## src/sv/matinv_pkg.sv

```systemverilog
// Shared constants, cofactor index table and sideband types for the 3x3 inverse.
package matinv_pkg;

  localparam int DATA_WIDTH_DEF = 32;
  localparam int FRAC_BITS_DEF = 16;
  localparam int NUM_ENT = 9;
  localparam int NUM_COL = 3;

  // Adjugate entry k is ent[p]*ent[q] - ent[r]*ent[s], entries indexed row*3+col.
  localparam logic [3:0] ADJ_TAB [NUM_ENT][4] = '{
    '{4'd4, 4'd8, 4'd5, 4'd7}, '{4'd2, 4'd7, 4'd1, 4'd8}, '{4'd1, 4'd5, 4'd2, 4'd4},
    '{4'd5, 4'd6, 4'd3, 4'd8}, '{4'd0, 4'd8, 4'd2, 4'd6}, '{4'd2, 4'd3, 4'd0, 4'd5},
    '{4'd3, 4'd7, 4'd4, 4'd6}, '{4'd1, 4'd6, 4'd0, 4'd7}, '{4'd0, 4'd4, 4'd1, 4'd3}
  };

  // Adjugate entries that multiply the first row in the determinant expansion.
  localparam logic [3:0] DET_ADJ [NUM_COL] = '{4'd0, 4'd3, 4'd6};

  typedef struct packed {
    logic singular;
    logic det_neg;
  } matinv_flags_t;

endpackage

```

## src/sv/matinv_merge.sv

```systemverilog
// Output register: signs, saturation, singular override and the overflow flag over all lanes and the determinant.
module matinv_merge import matinv_pkg::*; #(
  parameter int DATA_WIDTH = DATA_WIDTH_DEF
) (
  input  logic                          clk,
  input  logic                          en,
  input  logic [DATA_WIDTH-1:0]         quo [NUM_ENT],
  input  logic [NUM_ENT-1:0]            sat,
  input  logic [NUM_ENT-1:0]            adj_neg,
  input  matinv_flags_t                 flags,
  input  logic [3*DATA_WIDTH+3:0]       drm,
  output logic signed [DATA_WIDTH-1:0]  inv [NUM_ENT],
  output logic signed [DATA_WIDTH-1:0]  det,
  output logic                          singular,
  output logic                          overflow
);

  localparam int W  = DATA_WIDTH;
  localparam int MW = 3 * W + 4;

  logic [W:0]    inv_code [NUM_ENT];
  logic [W:0]    det_code;
  logic          ovf_any;
  logic [MW-1:0] lane_mag;
  logic          lane_neg;

  // Returns {saturated, code} for a sign and magnitude.
  function automatic logic [W:0] sat_code(input logic neg, input logic [MW-1:0] m);
    logic [MW-1:0] lim;
    logic [W-1:0]  code;
    logic          hit;
    lim = neg ? (MW'(1) << (W - 1)) : ((MW'(1) << (W - 1)) - MW'(1));
    hit = (m > lim);
    if (hit) begin
      code = neg ? {1'b1, {(W-1){1'b0}}} : {1'b0, {(W-1){1'b1}}};
    end else begin
      code = neg ? -m[W-1:0] : m[W-1:0];
    end
    return {hit, code};
  endfunction

  always_comb begin
    ovf_any  = 1'b0;
    lane_mag = '0;
    lane_neg = 1'b0;
    for (int k = 0; k < NUM_ENT; k++) begin
      lane_mag    = sat[k] ? '1 : MW'(quo[k]);
      lane_neg    = (lane_mag != '0) && (adj_neg[k] != flags.det_neg);
      inv_code[k] = sat_code(lane_neg, lane_mag);
      ovf_any     = ovf_any | inv_code[k][W];
    end
    det_code = sat_code((drm != '0) && flags.det_neg, drm);
    ovf_any  = ovf_any | det_code[W];
  end

  always_ff @(posedge clk) begin
    if (en) begin
      for (int k = 0; k < NUM_ENT; k++) begin
        inv[k] <= flags.singular ? '0 : inv_code[k][W-1:0];
      end
      det      <= flags.singular ? '0 : det_code[W-1:0];
      singular <= flags.singular;
      overflow <= !flags.singular && ovf_any;
    end
  end

endmodule

```

## config.mk

```make
export PLATFORM = sky130hd
export DESIGN_NAME = matinv_merge
export DESIGN_NICKNAME = d
export VERILOG_FILES = /design/src/sv/matinv_pkg.sv /design/src/sv/matinv_merge.sv
export SDC_FILE = /design/constraint.sdc
export NUM_CORES = 1
export LEC_CHECK = 0
export BUFFER_PORTS_ARGS = -buffer_cell sky130_fd_sc_hd__buf_2
export CORE_AREA = 5 5 281 283
export CTS_CLUSTER_SIZE = 16
export DETAILED_ROUTE_END_ITERATION = 6
export DIE_AREA = 0 0 286 288
export PLACE_DENSITY = 0.59
export SKIP_CTS_REPAIR_TIMING = 1
export SLEW_MARGIN = 20
export SYNTH_ARGS = -nofsm -noshare
export SYNTH_HDL_FRONTEND = slang
export SYNTH_SLANG_ARGS = --single-unit
export TNS_END_PERCENT = 10
```

## constraint.sdc

```tcl
create_clock -name clk -period 9.52 [get_ports clk]
set_input_delay 0.952 -clock clk [delete_from_list [all_inputs] [get_ports clk]]
set_output_delay 0.952 -clock clk [all_outputs]
set_load 0.01 [all_outputs]
```

Word level (Yosys, flattened, before mapping)

Index checks and enable logic that the tools add are counted.

$add $sub $neg: 10
Multipliers: 0
Divide/modulo/power cells: 0
Magnitude comparators: 10
Eq/ne operators: 9
Shift operators: 0
Multiplexer cells: 49
Bitwise gates (word level): 9
Reductions and logical operators: 22

Operator list:

| operator                                                    | number |
|---|---|
| 32-bit two-way mux                                          | 40 |
| 100-bit by 32-bit greater-than comparator with 1-bit output | 10 |
| 100-bit nonzero test                                        | 10 |
| 100-bit two-way mux                                         | 9 |
| 32-bit negation                                             | 10 |
| 1-bit logical AND                                           | 11 |
| 1-bit inequality test                                       | 9 |
| 1-bit bitwise OR                                            | 9 |
| 1-bit zero test                                             | 1 |

Flip-flop bits (word level): 322
Bits in latches: 0
Bits in writable memories: 0
Bits in read-only memories: 0
Input bits: 410
Output and inout bits: 322
Word-level logic and storage cells: 121
Memories kept: 0

Depth between registers and ports, before layout

Word-level depth: 15
Mapped depth: 26
Mapped depth without buffers: 19

Worst setup path after synthesis

OpenSTA, ideal clock, no wires.

Path type: in2reg
Start: input port sat[5]
End: register inv[114] (netlist bit), data pin
Setup time: 0.152 ns
Arrival: 6.887 ns
Data required time: 9.368 ns
Slack: 2.481 ns
Cell stages on the path: 24
Path buffers: 6
Path through: clkbuf_1 -> clkbuf_1 -> clkbuf_1 -> nor2_1 -> ha_1 -> nor4b_1 -> nand4_1 -> nor3_1 -> nand4_1 -> o31ai_1 -> inv_1 -> clkbuf_1 -> clkbuf_1 -> ha_1 -> nand4_1 -> or4_1 -> or4_1 -> mux2_2 -> o31ai_1 -> nand2b_1 -> or2_2 -> clkbuf_1 -> or3_1 -> a31oi_1

Word-level cells in the longest chain between the ends: 6
Elaborated cells between the ends (all ways): 9
Those cells by class: add/sub: 1; order compare: 1; mux: 5; reduce/logical: 2

RTL lines:

| item                                                        | RTL line                               | RTL |
|---|---|---|
| from (decl)                                                 | matinv_merge.sv:8                      | `input logic [NUM_ENT-1:0] sat,` |
| 100-bit two-way mux (*)                                     | matinv_merge.sv:47                     | `lane_mag = sat[k] ? '1 : MW'(quo[k]);` |
| 100-bit nonzero test                                        | matinv_merge.sv:48                     | `lane_neg = (lane_mag != '0) && (adj_neg[k] != flags.det_neg);` |
| 1-bit logical AND                                           | matinv_merge.sv:48                     |  |
| 32-bit two-way mux                                          | matinv_merge.sv:32, matinv_merge.sv:35 |  |
| 100-bit by 32-bit greater-than comparator with 1-bit output | matinv_merge.sv:33                     | `hit = (m > lim);` |
| 32-bit two-way mux (*)                                      | matinv_merge.sv:34                     | `if (hit) begin` |
| to (signal, indexed assignment)                             | matinv_merge.sv:59                     | `inv[k] <= flags.singular ? '0 : inv_code[k][W-1:0];` |
| to (decl)                                                   | matinv_merge.sv:12                     | `output logic signed [DATA_WIDTH-1:0] inv [NUM_ENT],` |

Every way passes the cells marked *; elsewhere a longest branch is shown, timed or not.
A chain may end at the register's enable or synchronous reset.

Worst setup path in the final report

Start: input port sat[4]
End: register inv[139] (netlist bit), data pin

The elaborated chain is that of the path after synthesis.

==> summary.txt <==
Logic synthesis
  – Synth Flop Type: edfxtp_1
  – Post-synthesis compound-gate area fraction: 0.205
  – Register area share after synthesis: 0.333
  – Seq cells post-synth: 322
  – Mean post-synth cell area: approximately 8.3 sq um
  – Synth async-reset ratio: 0
  – Syn nets: 4155
  – Unique cell type count in the Yosys netlist: 92
  – Largest family of logic cells by synthesized area: simple AND/OR/NAND/NOR gates
  – Post-synthesis mux area share: 0.00401
  – Number of synthesized flops with an enable pin: 322
  – Synth Area in Simple Gates: 0.303
  – Yosys warnings: 0
  – Synthesized area: 29000 sq um
  – Synth Area in XOR/XNOR: 0.0115
  – Post-synthesis adder-cell area fraction: 0.105
  – Cells after Synth: 3502

Min path
  – Hold EP: inv[215]$_SDFFCE_PP0P_
  – Hold Path Origin: quo[215]
  – Hold/Removal Path Class: in -> reg
  – Hold Crit Depth: 3

Layout
  – Most common cell after layout, fill and taps aside: buf_2
  – Final Util: 0.458
  – Layout area overhead: 20.5%
  – Fraction of layout cells with a size suffix above 1: 0.258
  – Area of the multi-input gates: about 18000 sq um
  – Register Area: between 9000 and 10000 sq um
  – Layout Nets: 4774
  – Fill count: between 7000 and 8000
  – Leading cell types in the layout, fill and taps excluded: buf_2, nor2_1, edfxtp_1, nand2_1, a21oi_1

Flow run
  – Max cap viols: 0

Global routing
  – Largest net degree at the start of global routing: 119
  – First-pass GRT wire length: approximately 170000 um
  – GRT Overall Usage: 0.264
  – Vias in the first global route: 28876
  – Overflow after GRT: 0
  – Initial antenna violation count: 47

Clocking
  – Total CTS buffers: 44
  – Sink Count: 322
  – Htree depth: 2
  – Clock Path Buffers: 3
  – Clk slew on worst S/H paths: 0.06 ns
  – CTS tree: done
  – Root buffer cell: clkbuf_16

Floorplan
  – Rows: 102
  – Die H: 288 um
  – Core Region: 76400 sq um
  – Die area: 82400 sq um
  – Die extent in x: 286 um
  – Io pins: 732
  – Starting Density: 0.380

Power
  – P_leak: about 13 nW
  – Cell Pwr Density: 146 nW/um^2
  – Max VDD drop: 0.000120 V

Worst setup path
  – Crit Path Class: in -> reg
  – Startpoint type of the worst setup path: input port
  – Crit path DAT: 8.07 ns
  – Critical path data required time: 9.78 ns
  – Critical path endpoint category: flop
  – CP Max Fanout: 38

STA
  – Min Tclk post-route: approximately 8 ns
  – RSZ-0062 raised after global routing: no
  – Slew Limit Fails: 0
  – Max Freq: 0.128 GHz
  – Final Hold Violating Endpoints: 0
  – Tightest Pin Transition: 1.07 ns
  – Fin crit share: 0.821
  – Slew HR: 0.282
  – TNS Setup: 0 ns
  – Setup-failing EPs final: 0

Route
  – Final ANT Viol Nets: 0
  – DRC viols: 0
  – First-pass DRT Iterations: 5
  – Via Count: 30936
  – Iter 0 DRT Violations: 2405
  – Routed Wire Length: 116000 um
  – Average wire per standard cell: 22.4 um
  – Vias per cell: 5.98

Placed design
  – Port bufs: 731
  – Gpl congestion: 0.936
  – DP HPWL: 88400 um

Outcome
  – Status: finished, final reports clean
==> flip-flops by register name, indices dropped and copies added, names as in the netlist <==
| register | cells |
|---|---|
| inv | 288 |
| det | 32 |
| overflow | 1 |
| singular | 1 |
==> layer usage <==
layer / wire (um) / up-vias / global-route usage
met5: 191 / - / 0
met3: 9660 / 258 / 0.0600
met1: 47400 / 14582 / 0.338
li1: - / 14743 / -
met4: 4450 / 28 / 0.100
met2: 54300 / 1325 / 0.435
==> final cells by class <==
type,instances,share of cell area
Antenna cell,33,0.00236
Tap cell,988,0.0353
Clock buffer,49,0.0320
Multi-Input combinational cell,2901,0.523
Timing Repair Buffer,773,0.114
Inverter,79,0.00848
Clock inverter,29,0.00862
Sequential cell,322,0.276
==> stage by stage <==
stage               cell area (sq um)  instances  total power [mW]  hold WS (ns)  worst slack [ns]
CTS                             34900       5141              5.13         0.730              2.33
finish                          35000       5174              5.10         0.764              1.71
floorplan                       29000       3502              2.77          1.05              2.48
detailed placement              33500       5063              3.43          1.34              1.74
global placement                33500       5063              3.42          1.35              1.69
global route                    34900       5156              5.37         0.763              1.17
==> Yosys cell counts (13+ instances only) <==
library cell  instances  area (sq um)
a211oi_1             35           263
a21o_1               61           458
a21oi_1             255          1280
a22oi_1              13          97.6
a31oi_1             173          1080
and2_1               29           181
and3_1               15          93.8
and4_1               16           140
clkbuf_1            178           668
edfxtp_1            322          9670
ha_1                243          3040
inv_1                75           282
nand2_1             261           980
nand2b_1             30           188
nand3_1             104           521
nand3b_1             63           473
nand4_1              91           569
nand4b_1             16           140
nor2_1              356          1340
nor2b_1              23           144
nor3_1              150           751
nor4_1              103           644
o21a_1               18           135
o21ai_0             243          1220
o311ai_0             13           114
or2_2               186          1160
or3_1               129           807
or4_1                43           323
xnor2_1              26           228
==> critical path: stages <==
cell,delay [ns]
buf_2,0.28
nor2_1,0.27
ha_1,0.22
or4b_1,0.54
nor4_1,0.66
and4_1,0.36
nand3_1,0.14
nor3_1,0.34
a21o_1,0.20
clkinv_1,0.82
ha_1,0.69
nand4_1,0.12
or2_2,0.33
nor3_1,0.37
o41ai_1,0.18
a21oi_2,0.45
buf_4,0.44
nand2b_1,0.41
or3_1,0.18
a31oi_1,0.09
==> worst max-delay path by stage <==
stage | from | slack, ns | depth (start not counted) | end
floorplan | sat[5] | 2.48 | 24 | inv[114]$_SDFFCE_PP0P_
global placement | sat[8] | 1.69 | 21 | inv[23]$_SDFFCE_PP0P_
detailed placement | sat[8] | 1.74 | 21 | inv[8]$_SDFFCE_PP0P_
CTS | sat[7] | 2.33 | 18 | inv[44]$_SDFFCE_PP0P_
global route | sat[4] | 1.17 | 20 | inv[139]$_SDFFCE_PP0P_
finish | sat[4] | 1.71 | 20 | inv[139]$_SDFFCE_PP0P_
==> kinds of logic after synthesis <==
logic type                 after synthesis
buffers and inverters                  279
and+or+nand+nor                       1656
adders and majority gates              243
xor gates and xnor gates                38
DFF                                    322
muxes                                   11
AOI/OAI and AO/OA                      953
==> power breakdown <==
part           internal [mW]  total, mW  switching [mW]
logic                  0.567       1.60            1.04
registers               1.76       1.82          0.0582
clock network          0.984       1.68           0.699
total                   3.31       5.10            1.79
No activity file was read; power rests on OpenSTA's default activity.
